===== config.mk =====
export PLATFORM = sky130hd
export DESIGN_NAME = channel_tagged_adc_averager_top_flat
export DESIGN_NICKNAME = d
export VERILOG_FILES = /design/src/rtl/cta_pkg.sv /design/src/rtl/cta_in_if.sv /design/src/rtl/cta_out_if.sv /design/src/rtl/cta_cfg_if.sv /design/src/rtl/cta_divider.sv /design/src/rtl/cta_datapath.sv /design/src/rtl/cta_ctrl.sv /design/src/rtl/channel_tagged_adc_averager_top.sv /design/src/flat_wrapper.sv
export SDC_FILE = /design/constraint.sdc
export NUM_CORES = 1
export LEC_CHECK = 0
export ABC_AREA = 1
export BUFFER_PORTS_ARGS = -buffer_cell sky130_fd_sc_hd__buf_4
export CAP_MARGIN = 10
export CORE_ASPECT_RATIO = 1.4
export CORE_MARGIN = 4
export CORE_UTILIZATION = 59
export CTS_BUF_LIST = sky130_fd_sc_hd__clkbuf_8
export DETAILED_ROUTE_END_ITERATION = 6
export GPL_TIMING_DRIVEN = 1
export PLACE_DENSITY = 0.79
export SYNTH_ARGS = -nofsm -noshare
export SYNTH_HDL_FRONTEND = slang
export SYNTH_SLANG_ARGS = --single-unit

===== constraint.sdc =====
create_clock -name clk -period 5.3 [get_ports clk]
set_input_delay 0.795 -clock clk [delete_from_list [all_inputs] [get_ports clk]]
set_output_delay 0.795 -clock clk [all_outputs]
set_load 0.01 [all_outputs]

===== src/rtl/cta_pkg.sv =====
`timescale 1ns / 1ps
// Shared types and constants for the channel-tagged converter averager.
// No dependencies; cta_datapath, cta_ctrl and the top level import this package.
package cta_pkg;

	localparam int WORD_W     = 16;
	localparam int SAMPLE_W   = 12;
	localparam int CHAN_W     = 4;
	localparam int SUM_W      = 20;
	localparam int WIN_W      = 8;
	localparam int VREF_W     = 13;
	localparam int MV_W       = 13;
	localparam int PROD_W     = SAMPLE_W + VREF_W;
	localparam int CFG_IDX_W  = 1;
	localparam int CFG_DATA_W = 13;

	localparam logic [SUM_W-1:0]    SUM_MAX      = '1;
	localparam logic [SAMPLE_W-1:0] CODE_MAX     = 12'd4095;
	localparam logic [WIN_W-1:0]    WINDOW_RESET = 8'd16;
	localparam logic [VREF_W-1:0]   VREF_RESET   = 13'd3300;

	typedef enum logic [CFG_IDX_W-1:0] {
		CFG_AVG_WINDOW = 1'b0,
		CFG_VREF_MV    = 1'b1
	} cta_cfg_reg_t;

	// controller -> datapath
	typedef struct packed {
		logic capture;    // latch the input beat
		logic update;     // frame step and accumulator write
		logic div_start;  // launch the average division
		logic mul;        // saturate quotient, multiply by vref
		logic scale;      // divide product by full scale
		logic out_load;   // load the output register
	} cta_cmd_t;

	// datapath -> controller
	typedef struct packed {
		logic bad;
		logic div_done;
	} cta_status_t;

endpackage


===== src/rtl/cta_in_if.sv =====
`timescale 1ns / 1ps
// Input channel: one converter word with its frame flag per beat.
// Standalone interface, no package dependency.
interface cta_in_if;
	logic        valid;
	logic        ready;
	logic [15:0] adc_word;
	logic        frame_start;

	modport source (output valid, output adc_word, output frame_start, input ready);
	modport sink (input valid, input adc_word, input frame_start, output ready);
endinterface


===== src/rtl/cta_out_if.sv =====
`timescale 1ns / 1ps
// Result channel: channel id, average code, millivolts and bad-channel flag.
// Standalone interface, no package dependency.
interface cta_out_if;
	logic        valid;
	logic        ready;
	logic [3:0]  channel;
	logic [11:0] average_code;
	logic [12:0] voltage_mv;
	logic        bad_channel;

	modport source (output valid, output channel, output average_code,
		output voltage_mv, output bad_channel, input ready);
	modport sink (input valid, input channel, input average_code,
		input voltage_mv, input bad_channel, output ready);
endinterface


===== src/rtl/cta_cfg_if.sv =====
`timescale 1ns / 1ps
// Configuration write channel: register index and write data.
// Standalone interface, no package dependency.
interface cta_cfg_if;
	logic        valid;
	logic        ready;
	logic [0:0]  index;
	logic [12:0] data;

	modport source (output valid, output index, output data, input ready);
	modport sink (input valid, input index, input data, output ready);
endinterface


===== src/rtl/cta_divider.sv =====
`timescale 1ns / 1ps
// Restoring radix-2 divider, one quotient bit per cycle.
// No package dependency.
module cta_divider #(
	parameter int DIVIDEND_W = 20,
	parameter int DIVISOR_W  = 8
) (
	input  logic                  clk,
	input  logic                  arst_n,
	input  logic                  start,
	input  logic [DIVIDEND_W-1:0] dividend,
	input  logic [DIVISOR_W-1:0]  divisor,
	output logic                  done,
	output logic [DIVIDEND_W-1:0] quotient
);
	localparam int CNT_W = $clog2(DIVIDEND_W + 1);

	logic [DIVISOR_W-1:0]  rem_q;
	logic [DIVIDEND_W-1:0] quo_q;
	logic [DIVISOR_W-1:0]  divisor_q;
	logic [CNT_W-1:0]      cnt_q;
	logic                  busy_q;
	logic                  done_q;

	logic [DIVISOR_W:0] shifted;
	logic               ge;
	logic [DIVISOR_W:0] diff;

	// remainder stays below the divisor, so it fits DIVISOR_W bits
	assign shifted = {rem_q, quo_q[DIVIDEND_W-1]};
	assign ge      = shifted >= {1'b0, divisor_q};
	assign diff    = shifted - {1'b0, divisor_q};

	always_ff @(posedge clk or negedge arst_n) begin
		if (!arst_n) begin
			busy_q <= 1'b0;
			done_q <= 1'b0;
			cnt_q  <= '0;
		end else begin
			done_q <= 1'b0;
			if (start) begin
				busy_q <= 1'b1;
				cnt_q  <= CNT_W'(DIVIDEND_W);
			end else if (busy_q) begin
				cnt_q <= cnt_q - 1'b1;
				if (cnt_q == CNT_W'(1)) begin
					busy_q <= 1'b0;
					done_q <= 1'b1;
				end
			end
		end
	end

	always_ff @(posedge clk) begin
		if (start) begin
			rem_q     <= '0;
			quo_q     <= dividend;
			divisor_q <= divisor;
		end else if (busy_q) begin
			rem_q <= ge ? diff[DIVISOR_W-1:0] : shifted[DIVISOR_W-1:0];
			quo_q <= {quo_q[DIVIDEND_W-2:0], ge};
		end
	end

	assign done     = done_q;
	assign quotient = quo_q;

	a_no_restart: assert property (@(posedge clk) disable iff (!arst_n)
		start |-> !busy_q) else $error("divider restarted while busy");
	a_done_after_busy: assert property (@(posedge clk) disable iff (!arst_n)
		done_q |-> $past(busy_q) && !busy_q) else $error("divider done without a run");

endmodule


===== src/rtl/cta_datapath.sv =====
`timescale 1ns / 1ps
// Datapath: config registers, frame counter, per-channel sums, average
// division, millivolt scaling and the output register. Uses cta_pkg, cta_divider.
module cta_datapath #(
	parameter int NUM_CHANNELS = 8
) (
	input  logic                                  clk,
	input  logic                                  arst_n,
	input  logic [cta_pkg::WORD_W-1:0]            adc_word,
	input  logic                                  frame_start,
	input  logic                                  cfg_we,
	input  logic [cta_pkg::CFG_IDX_W-1:0]         cfg_index,
	input  logic [cta_pkg::CFG_DATA_W-1:0]        cfg_data,
	input  cta_pkg::cta_cmd_t                     cmd,
	output cta_pkg::cta_status_t                  status,
	output logic [cta_pkg::CHAN_W-1:0]            channel,
	output logic [cta_pkg::SAMPLE_W-1:0]          average_code,
	output logic [cta_pkg::MV_W-1:0]              voltage_mv,
	output logic                                  bad_channel
);
	import cta_pkg::*;

	localparam int IDX_W = (NUM_CHANNELS > 1) ? $clog2(NUM_CHANNELS) : 1;

	logic [WIN_W-1:0]    window_q;
	logic [VREF_W-1:0]   vref_q;
	logic [WIN_W-1:0]    cnt_q;
	logic [SUM_W-1:0]    sums_q [NUM_CHANNELS];
	logic [WORD_W-1:0]   word_q;
	logic                start_q;
	logic [SUM_W-1:0]    sum_s1;
	logic [WIN_W-1:0]    divisor_s1;
	logic [SAMPLE_W-1:0] avg_q;
	logic [PROD_W-1:0]   prod_q;
	logic [MV_W-1:0]     mv_q;

	logic [CHAN_W-1:0]   ch;
	logic [SAMPLE_W-1:0] sample;
	logic [IDX_W-1:0]    idx;
	logic                bad;
	logic [WIN_W-1:0]    cnt_inc;
	logic                wrap;
	logic [WIN_W-1:0]    cnt_new;
	logic [SUM_W-1:0]    old_sum;
	logic [SUM_W:0]      sum_ext;
	logic [SUM_W-1:0]    sum_sat;
	logic                div_done;
	logic [SUM_W-1:0]    quotient;
	logic [SAMPLE_W-1:0] avg_sat;
	logic [MV_W-1:0]     t_hi;
	logic [MV_W:0]       s_rem;
	logic [MV_W-1:0]     mv_new;

	assign ch     = word_q[CHAN_W-1:0];
	assign sample = word_q[WORD_W-1:CHAN_W];
	assign idx    = ch[IDX_W-1:0];
	assign bad    = {1'b0, ch} >= (CHAN_W+1)'(NUM_CHANNELS);

	// frame step first, then the accumulate sees the cleared sums
	always_comb begin
		cnt_inc = cnt_q + 1'b1;
		wrap    = start_q && (cnt_inc == window_q);
		if (!start_q)
			cnt_new = cnt_q;
		else if (wrap)
			cnt_new = WIN_W'(1);
		else
			cnt_new = cnt_inc;
		old_sum = wrap ? '0 : sums_q[idx];
		sum_ext = {1'b0, old_sum} + (SUM_W+1)'(sample);
		sum_sat = sum_ext[SUM_W] ? SUM_MAX : sum_ext[SUM_W-1:0];
	end

	always_ff @(posedge clk or negedge arst_n) begin
		if (!arst_n) begin
			window_q <= WINDOW_RESET;
			vref_q   <= VREF_RESET;
			cnt_q    <= '0;
			for (int i = 0; i < NUM_CHANNELS; i++)
				sums_q[i] <= '0;
		end else begin
			if (cfg_we) begin
				case (cfg_index)
					CFG_AVG_WINDOW: window_q <= cfg_data[WIN_W-1:0];
					CFG_VREF_MV:    vref_q   <= cfg_data[VREF_W-1:0];
					default: ;
				endcase
			end
			if (cmd.update) begin
				cnt_q <= cnt_new;
				for (int i = 0; i < NUM_CHANNELS; i++) begin
					if (!bad && idx == IDX_W'(i))
						sums_q[i] <= sum_sat;
					else if (wrap)
						sums_q[i] <= '0;
				end
			end
		end
	end

	cta_divider #(
		.DIVIDEND_W(SUM_W),
		.DIVISOR_W (WIN_W)
	) u_div (
		.clk     (clk),
		.arst_n  (arst_n),
		.start   (cmd.div_start),
		.dividend(sum_s1),
		.divisor (divisor_s1),
		.done    (div_done),
		.quotient(quotient)
	);

	assign avg_sat = (quotient > SUM_W'(CODE_MAX)) ? CODE_MAX : quotient[SAMPLE_W-1:0];

	// p / 4095 with p = 4096*t + u: q = t + (t + u) / 4095, and t + u < 3*4095
	assign t_hi   = prod_q[PROD_W-1:SAMPLE_W];
	assign s_rem  = {1'b0, t_hi} + (MV_W+1)'(prod_q[SAMPLE_W-1:0]);
	assign mv_new = t_hi + MV_W'(s_rem >= (MV_W+1)'(CODE_MAX))
		+ MV_W'(s_rem >= (MV_W+1)'({CODE_MAX, 1'b0}));

	always_ff @(posedge clk) begin
		if (cmd.capture) begin
			word_q  <= adc_word;
			start_q <= frame_start;
		end
		if (cmd.update) begin
			sum_s1     <= sum_sat;
			divisor_s1 <= (cnt_new == '0) ? WIN_W'(1) : cnt_new;
		end
		if (cmd.mul) begin
			avg_q  <= avg_sat;
			prod_q <= PROD_W'(avg_sat) * PROD_W'(vref_q);
		end
		if (cmd.scale)
			mv_q <= mv_new;
		if (cmd.out_load) begin
			channel      <= ch;
			bad_channel  <= bad;
			average_code <= bad ? '0 : avg_q;
			voltage_mv   <= bad ? '0 : mv_q;
		end
	end

	assign status.bad      = bad;
	assign status.div_done = div_done;

	a_wrap_restart: assert property (@(posedge clk) disable iff (!arst_n)
		cmd.update && wrap |=> cnt_q == WIN_W'(1)) else $error("frame count not restarted");
	a_divisor_nonzero: assert property (@(posedge clk) disable iff (!arst_n)
		cmd.div_start |-> divisor_s1 != '0) else $error("division by zero launched");

endmodule


===== src/rtl/cta_ctrl.sv =====
`timescale 1ns / 1ps
// Controller: sequences one beat through update, divide, multiply, scale and output;
// a bad channel id goes straight from update to output. Uses cta_pkg.
module cta_ctrl (
	input  logic                 clk,
	input  logic                 arst_n,
	input  logic                 in_valid,
	output logic                 in_ready,
	output logic                 out_valid,
	input  logic                 out_ready,
	output cta_pkg::cta_cmd_t    cmd,
	input  cta_pkg::cta_status_t status
);
	import cta_pkg::*;

	typedef enum logic [2:0] {
		S_IDLE,
		S_UPDATE,
		S_DIV_GO,
		S_WAIT,
		S_MUL,
		S_SCALE,
		S_DONE
	} state_t;

	state_t state_q;
	logic   out_valid_q;
	logic   out_free;

	assign in_ready = (state_q == S_IDLE);
	assign out_free = !out_valid_q || out_ready;

	always_comb begin
		cmd           = '0;
		cmd.capture   = in_valid && in_ready;
		cmd.update    = (state_q == S_UPDATE);
		cmd.div_start = (state_q == S_DIV_GO);
		cmd.mul       = (state_q == S_MUL);
		cmd.scale     = (state_q == S_SCALE);
		cmd.out_load  = (state_q == S_DONE) && out_free;
	end

	always_ff @(posedge clk or negedge arst_n) begin
		if (!arst_n) begin
			state_q     <= S_IDLE;
			out_valid_q <= 1'b0;
		end else begin
			if (cmd.out_load)
				out_valid_q <= 1'b1;
			else if (out_ready)
				out_valid_q <= 1'b0;
			case (state_q)
				S_IDLE: begin
					if (in_valid)
						state_q <= S_UPDATE;
				end
				S_UPDATE: begin
					// a bad id skips the arithmetic, result fields are zeroed
					state_q <= status.bad ? S_DONE : S_DIV_GO;
				end
				S_DIV_GO: state_q <= S_WAIT;
				S_WAIT: begin
					if (status.div_done)
						state_q <= S_MUL;
				end
				S_MUL:   state_q <= S_SCALE;
				S_SCALE: state_q <= S_DONE;
				S_DONE: begin
					if (out_free)
						state_q <= S_IDLE;
				end
				default: state_q <= S_IDLE;
			endcase
		end
	end

	assign out_valid = out_valid_q;

	a_done_in_wait: assert property (@(posedge clk) disable iff (!arst_n)
		status.div_done |-> state_q == S_WAIT) else $error("divider finished out of sequence");
	a_no_overwrite: assert property (@(posedge clk) disable iff (!arst_n)
		cmd.out_load |-> !(out_valid_q && !out_ready)) else $error("held result overwritten");
	a_one_in_flight: assert property (@(posedge clk) disable iff (!arst_n)
		cmd.capture |=> !in_ready) else $error("second beat taken while busy");

endmodule


===== src/rtl/channel_tagged_adc_averager_top.sv =====
`timescale 1ns / 1ps
// Channel   | Dir | Payload                                       | Beat when
// adc_in    | in  | adc_word[15:0], frame_start                   | valid & ready
// avg_out   | out | channel[3:0], average_code[11:0],             | valid & ready
//           |     | voltage_mv[12:0], bad_channel                 |
// cfg       | in  | index[0] (0 average_window, 1 vref_mv), data  | valid & ready, always ready
//
// After the input beat the result passes through accumulate, divider launch,
// restoring division of the 20-bit sum, multiply by vref, scale by 1/4095 and
// output load, which waits for a free output register. The next beat is taken only
// once the controller is idle again. A bad channel id skips the arithmetic.
// The result sits in an output register, so the next beat is taken while it waits.
// Reset loads config defaults, clears frame count and all channel sums at once; no sweep.
// Top level; uses cta_pkg, the channel interfaces, cta_ctrl and cta_datapath.
module channel_tagged_adc_averager_top #(
	parameter int NUM_CHANNELS = 8
) (
	input logic       clk,
	input logic       arst_n,
	cta_in_if.sink    adc_in,
	cta_out_if.source avg_out,
	cta_cfg_if.sink   cfg
);
	import cta_pkg::*;

	cta_cmd_t    cmd;
	cta_status_t status;

	assign cfg.ready = 1'b1;

	cta_ctrl u_ctrl (
		.clk      (clk),
		.arst_n   (arst_n),
		.in_valid (adc_in.valid),
		.in_ready (adc_in.ready),
		.out_valid(avg_out.valid),
		.out_ready(avg_out.ready),
		.cmd      (cmd),
		.status   (status)
	);

	cta_datapath #(
		.NUM_CHANNELS(NUM_CHANNELS)
	) u_dp (
		.clk         (clk),
		.arst_n      (arst_n),
		.adc_word    (adc_in.adc_word),
		.frame_start (adc_in.frame_start),
		.cfg_we      (cfg.valid),
		.cfg_index   (cfg.index),
		.cfg_data    (cfg.data),
		.cmd         (cmd),
		.status      (status),
		.channel     (avg_out.channel),
		.average_code(avg_out.average_code),
		.voltage_mv  (avg_out.voltage_mv),
		.bad_channel (avg_out.bad_channel)
	);

endmodule

===== src/flat_wrapper.sv =====
// flat-port wrapper written by rule: the top's interface ports become plain ports
module channel_tagged_adc_averager_top_flat import cta_pkg::*;
#(
	parameter int NUM_CHANNELS = 8
)
  (clk, arst_n, adc_in_valid, adc_in_adc_word, adc_in_frame_start, adc_in_ready, avg_out_valid, avg_out_channel, avg_out_average_code, avg_out_voltage_mv, avg_out_bad_channel, avg_out_ready, cfg_valid, cfg_index, cfg_data, cfg_ready);
  cta_in_if adc_in_i ();
  cta_out_if avg_out_i ();
  cta_cfg_if cfg_i ();
  input logic clk;
  input logic arst_n;
  input wire logic [$bits(adc_in_i.valid)-1:0] adc_in_valid;
  input wire logic [$bits(adc_in_i.adc_word)-1:0] adc_in_adc_word;
  input wire logic [$bits(adc_in_i.frame_start)-1:0] adc_in_frame_start;
  output wire logic [$bits(adc_in_i.ready)-1:0] adc_in_ready;
  output wire logic [$bits(avg_out_i.valid)-1:0] avg_out_valid;
  output wire logic [$bits(avg_out_i.channel)-1:0] avg_out_channel;
  output wire logic [$bits(avg_out_i.average_code)-1:0] avg_out_average_code;
  output wire logic [$bits(avg_out_i.voltage_mv)-1:0] avg_out_voltage_mv;
  output wire logic [$bits(avg_out_i.bad_channel)-1:0] avg_out_bad_channel;
  input wire logic [$bits(avg_out_i.ready)-1:0] avg_out_ready;
  input wire logic [$bits(cfg_i.valid)-1:0] cfg_valid;
  input wire logic [$bits(cfg_i.index)-1:0] cfg_index;
  input wire logic [$bits(cfg_i.data)-1:0] cfg_data;
  output wire logic [$bits(cfg_i.ready)-1:0] cfg_ready;
  assign adc_in_i.valid = adc_in_valid;
  assign adc_in_i.adc_word = adc_in_adc_word;
  assign adc_in_i.frame_start = adc_in_frame_start;
  assign adc_in_ready = adc_in_i.ready;
  assign avg_out_valid = avg_out_i.valid;
  assign avg_out_channel = avg_out_i.channel;
  assign avg_out_average_code = avg_out_i.average_code;
  assign avg_out_voltage_mv = avg_out_i.voltage_mv;
  assign avg_out_bad_channel = avg_out_i.bad_channel;
  assign avg_out_i.ready = avg_out_ready;
  assign cfg_i.valid = cfg_valid;
  assign cfg_i.index = cfg_index;
  assign cfg_i.data = cfg_data;
  assign cfg_ready = cfg_i.ready;
  channel_tagged_adc_averager_top #(.NUM_CHANNELS(NUM_CHANNELS)) u_core (.clk(clk), .arst_n(arst_n), .adc_in(adc_in_i), .avg_out(avg_out_i), .cfg(cfg_i));
endmodule

; Yosys cells after proc, flatten, opt, wreduce, memory -nomap -nowiden
; Index checks and enable logic that the tools add are counted.
[word_totals]
regBits = 361
out_inout_bits = 33
in_bits = 36
elab_cells = 137
[op_classes]
n_mul = 1
n_eq_ne = 18
bitwise = 2
addsub = 7
n_reduce_logical = 38
order_cmp = 6
muxes = 35
[op_table]
columns = op, count
row1 = $mux 20, 15
row2 = $bmux 20 s3, 1
row3 = $add 13x1->13, 2
row4 = $mul 12x13->25, 1
row5 = $mux 8, 3
row6 = $add 20x12->21, 1
row7 = $eq 3x3->1 const B, 7
row8 = $pmux 3 s7, 1
row9 = $gt 20x12->1 const B, 1
row10 = $reduce_and 2->1, 10
row11 = $reduce_bool 2->1, 10
row12 = $add 13x12->14, 1
row13 = $ge 14x12->1 const B, 1
row14 = $ge 14x13->1 const B, 1
row15 = $eq 3x2->1 const B, 4
row16 = $mux 12, 1
row17 = $mux 3, 4
row18 = $logic_and 1x1->1, 11
row19 = $mux 5, 2
row20 = $ge 9x8->1, 1
row21 = $add 8x1->8 const B, 1
row22 = $eq 8x8->1, 1
row23 = $ge 4x4->1 const B, 2
row24 = $logic_not 8->1, 1
row25 = other kinds (12), 24

; Depth between registers and ports, before layout
[depth]
word_depth = 8
depth_mapped = 29
depth_no_buf = 28

; Modules after synthesis
; A second synthesis with hierarchy kept.
[unflattened]
cells_unflattened = 2547
area_unflattened_um2 = 21951.1
[modules_own_cells]
columns = mod, seq_area_each_um2, n_inst, cells_each, area_per_inst_um2
row1 = cta_datapath, 8491.9, 1, 2236, 19418.6
row2 = cta_divider, 1176.1, 1, 266, 2254.7
row3 = cta_ctrl, 100.1, 1, 43, 266.5
row4 = channel_tagged_adc_averager_top, 0.0, 1, 2, 11.3

; Worst setup path after synthesis
; OpenSTA, ideal clock, no wires.
[synth_timing]
path_type = flip-flop to flip-flop
start = register u_core.u_dp.u_div.quo_q[19] (netlist: u_core.u_dp.u_div.quotient[19])
end = register u_core.u_dp.prod_q[20] (data pin)
setup_time_ps = 258
slack_ps = -456
stages_incl_launch_ff = 22
t_required_ps = 5042
synth_period_minus_slack_ps = 5756
arrival_time_ps = 5498
path_buffers = 1
path_cell_list = edfxtp_1 nor4_1 nand2_1 clkbuf_1 nor2_1 inv_1 nand2_1 fa_1 fa_1 inv_1 fa_1 fa_1 inv_1 fa_1 inv_1 ha_1 nand2_1 nor3_1 a21oi_1 o21ai_0 a21oi_1 xnor2_1
[synth_between]
elab_chain_len = 3
[synth_lines]
columns = element, line_no
row1 = "start, declared", cta_divider.sv:19  ; logic [DIVIDEND_W-1:0] quo_q;
row2 = "start signal, assigned", cta_divider.sv:57  ; quo_q <= dividend;
row3 = "start signal, assigned", cta_divider.sv:61  ; quo_q <= {quo_q[DIVIDEND_W-2:0], ge};
row4 = $gt 20x12->1, cta_datapath.sv:114  ; assign avg_sat = (quotient > SUM_W'(CODE_MAX)) ? CODE_MAX : quotient[SAMPLE_W-1:0];
row5 = $mux 12, cta_datapath.sv:114
row6 = via u_core.u_dp.avg_sat[10], cta_datapath.sv:49  ; logic [SAMPLE_W-1:0] avg_sat;
row7 = $mul 12x13->25, cta_datapath.sv:133  ; prod_q <= PROD_W'(avg_sat) * PROD_W'(vref_q);
row8 = "end signal, assigned", cta_datapath.sv:133
row9 = "end, declared", cta_datapath.sv:34  ; logic [PROD_W-1:0] prod_q;
; The timed path passes the listed nets, and every way through them passes these cells.
; A chain may end at the register's enable or synchronous reset.

; Worst setup path after layout
[layout_timing]
start = register u_core.u_dp.u_div.quo_q[14] (netlist: u_core.u_dp.u_div.quotient[14])
end = register u_core.u_dp.prod_q[24] (data pin)
[layout_between]
elab_chain_len = 3
[layout_lines]
columns = element, line_no
row1 = $gt 20x12->1, cta_datapath.sv:114
row2 = $mux 12, cta_datapath.sv:114
row3 = $mul 12x13->25, cta_datapath.sv:133
; Every way passes these cells.

==> summary.md <==
| Metric | Value |
|---|---|
| Clk_lat worst skew | `0.65 ns` |
| Worst path bufs/invs | `7` |
| Most used cell, CP | `fa_1` |
| Reg clk slew, reported paths | `0.06 ns` |
| Worst path required time | `5.67 ns` |
| # rows | `82` |
| Die X | `170 microns` |
| Starting Density | `60.1%` |
| Placer Congestion | `0.972` |
| Min Tclk post-route | `5.82 ns` |
| Total clock sinks | `361` |
| Total GRT Usage | `29.3%` |
| DRC | `0` |
| FILL cells | `2688` |
| Post-synthesis register bit count | `361` |
| CTS tree | `done` |
| Ys Warns | `0` |
| Core Region | `0.0361 sq mm` |
| TritonCTS Buffers | `53` |
| CTS Buffer Depth | `3` |
| Synth area leaders | `dfrtp_1 22%, edfxtp_1 21%, nand2_1 14%, fa_1 11%, inv_1 5.9%` |
| Ports | `69` |
| Worst setup SP type | `flip-flop` |
| CTS HTree Levels | `2` |
| Max cap viols | `0` |
| Worst Path Arrival | `6.20 ns` |
| Maximum fanout along the worst path | `7` |
| Top-count cell post-synth | `nand2_1` |
| Average cell area after synthesis | `8.69 sq um` |
| Final hold vios | `0` |
| Synth top area share | `22.2%` |
| Detailed Place HPWL | `42900 microns` |
| Vias | `17887` |
| Initial DRT Pass Iterations | `7` |
| Largest net degree at the start of global routing | `126` |
| Final Util | `70.4%` |
| Worst Skew | `0.0458 ns` |
| Unrepaired setup endpoints after global routing | `yes` |
| Total Die Area | `0.0400 sq mm` |
| Root Buffer | `clkbuf_8` |
| Antenna viol nets, final | `0` |
| Sequential share of the synthesized area | `45.0%` |
| CP max-delay cell | `fa_1` |
| Violated checks | `setup timing` |
| First-pass GRT wire length | `92900 microns` |
| Final period util | `110%` |
| Final worst slack | `-0.524 ns` |
| Diodes inserted | `0` |
| Slowest stage delay, CP | `0.55 ns` |
| Total global routing overflow | `0` |
| Final Slew Violations | `0` |
| Slew of the pin with the lowest slew margin | `1.19 ns` |
| Post-Syn Nets | `2747` |
| DR iter-0 viols | `1803` |
| Footprint of the multi-input gates | `0.0109 sq mm` |
| Top cells by count, synth | `817 x nand2_1, 342 x inv_1, 205 x nor2_1, 193 x dfrtp_1, 153 x edfxtp_1` |
| FF+latch area | `0.00977 sq mm` |
| Drt wl/cell | `18.7 microns` |
| Prevailing post-synth register cell | `dfrtp_1` |
| Headroom to the max-slew limit | `20.4%` |
| CP Capture Type | `flip-flop` |
| Setup CP Type | `reg -> reg` |
| Cells after Synth | `2498` |
| Layout area overhead | `17.1%` |
| Mapped cell area | `0.0217 sq mm` |
| Antenna violations before repair | `0` |
| Netlist cell types | `53` |
| Number of synthesized flops with an enable pin | `153` |
| Ys async rst share | `55.4%` |
| # nets final | `2933` |
| Total Wirelength | `59500 microns` |
| Vias in the first global route | `18285` |
| Finish-stage setup viols | `13` |
| Top delay family on crit path | `adder cells` |
| Vias per inst | `5.61` |
| Chip Height | `235 microns` |
| Ratio of cells with drive above 1 in the final layout | `17.2%` |
| Fmax | `172 MHz` |
| Worst Hold Class | `in -> async` |
| I/O Buffers | `67` |
| Status | `finished with violations` |
| Largest area contributor in the netlist | `dfrtp_1` |
-- timing repair --
action | in CTS | in global routing
setup buffers | 7 | 16
resized for setup | 39 | 86
cloned | 0 | 0
endpoints found under the setup margin | 15 | 17
pin swaps | 2 | 52
hold buffers | 0 | 0
-- state kept, by name, summed over array words and instances, names as in the netlist, 3 cells and up --
name / cells
u_core.u_dp.prod_q: 25
u_core.u_dp.window_q: 8
u_core.u_dp.u_div.divisor_q: 8
u_core.u_dp.voltage_mv: 13
u_core.u_dp.mv_q: 13
u_core.u_dp.u_div.cnt_q: 5
u_core.u_dp.u_div.quotient: 20
u_core.u_dp.u_div.rem_q: 8
u_core.u_dp.sum_s1: 20
u_core.u_dp.sums_q: 160
u_core.u_dp.word_q: 16
u_core.u_ctrl.state_q: 3
u_core.u_dp.channel: 4
u_core.u_dp.vref_q: 13
u_core.u_dp.avg_q: 12
u_core.u_dp.divisor_s1: 8
u_core.u_dp.average_code: 12
u_core.u_dp.cnt_q: 8
-- worst register-to-register path, delay by kind of cell, from the launching register on --
kind / cells / cell delay [ns]
DFF: 1 / 0.42
AOI/OAI and AO/OA: 3 / 0.35
adders and majority gates: 6 / 2.77
and+or+nand+nor: 10 / 1.16
xor gates and xnor gates: 1 / 0.13
buffers and inverters: 7 / 0.73
-- stage by stage --
step	worst slack [ns]	TNS, ns	hold WS [ns]	cells	area [sq um]
CTS	-0.423	-3.75	0.171	3175	25000
global placement	-0.423	-2.70	0.401	3069	23700
global route	-0.692	-7.03	0.200	3190	25400
detailed placement	-0.464	-4.30	0.406	3069	23700
floorplan	0.000791	0	0.400	2498	21900
finish	-0.524	-4.97	0.163	3190	25400
-- layout by cell type (no fill, tap or decap), drive strengths merged, types with 5 or more instances in the layout --
cell type and count:
buf 217, clkinv 14, nor2 210, fa 114, xor2 32, nand2 835, o21bai 6, or2 8
nand3b 5, dfrtp 193, edfxtp 153, ha 99, nand3 71, o211ai 9, o21ai 111, dfstp 7
o22ai 66, nor3 17, clkbuf 64, a21oi 59, dfxtp 8, xnor2 19, nand4 10, inv 366
-- path summary, 6_finish.rpt --
kind	to	cells after the start	from	slack, ns
hold / removal	u_core.u_dp.sums_q[131]$_DFFE_PN0P_	1	arst_n	0.16
setup / recovery	u_core.u_dp.prod_q[24]$_DFFE_PP_	27	u_core.u_dp.u_div.quotient[14]$_DFFE_PP_	-0.52
hold reg to reg	u_core.u_dp.u_div.divisor_q[7]$_DFFE_PP_	0	u_core.u_dp.divisor_s1[7]$_SDFFCE_PN0P_	0.42
min in group clk	u_core.u_dp.word_q[0]$_DFFE_PP_	1	adc_in_adc_word[0]	0.32
max in group asynchronous	u_core.u_dp.vref_q[3]$_DFFE_PN0P_	2	arst_n	3.98
setup reg to reg	u_core.u_dp.prod_q[24]$_DFFE_PP_	27	u_core.u_dp.u_div.quotient[14]$_DFFE_PP_	-0.52
-- cells by family after synthesis --
logic type / after synthesis / share of synthesized area (%)
simple gates: 1161 / 21.6
compound gates: 277 / 7.39
xor+xnor: 51 / 2.06
buf+inv: 434 / 7.70
other cells: 1 / 0.0173
flops: 361 / 45.0
fa+ha+maj: 213 / 16.2
-- per-layer routing --
metal	GRT usage, %	vias to the layer above	wire (microns)
met3	3.68	243	3630
met4	18.5	0	4450
met5	0	-	0
li1	-	8275	-
met2	52.9	795	31300
met1	31.9	8574	20100
-- cell type report --
class / instances / area share (%)
Multi-Input combinational cell: 1703 / 42.9
Sequential cell: 361 / 38.4
Timing Repair Buffer: 218 / 7.00
Inverter: 347 / 5.14
Clock buffer: 63 / 3.41
Tap cell: 462 / 2.27
Clock inverter: 36 / 0.920
Power is left out: the tool's default activity adds up to more than one toggle a clock period on the data nets, which glitch-free logic cannot reach.
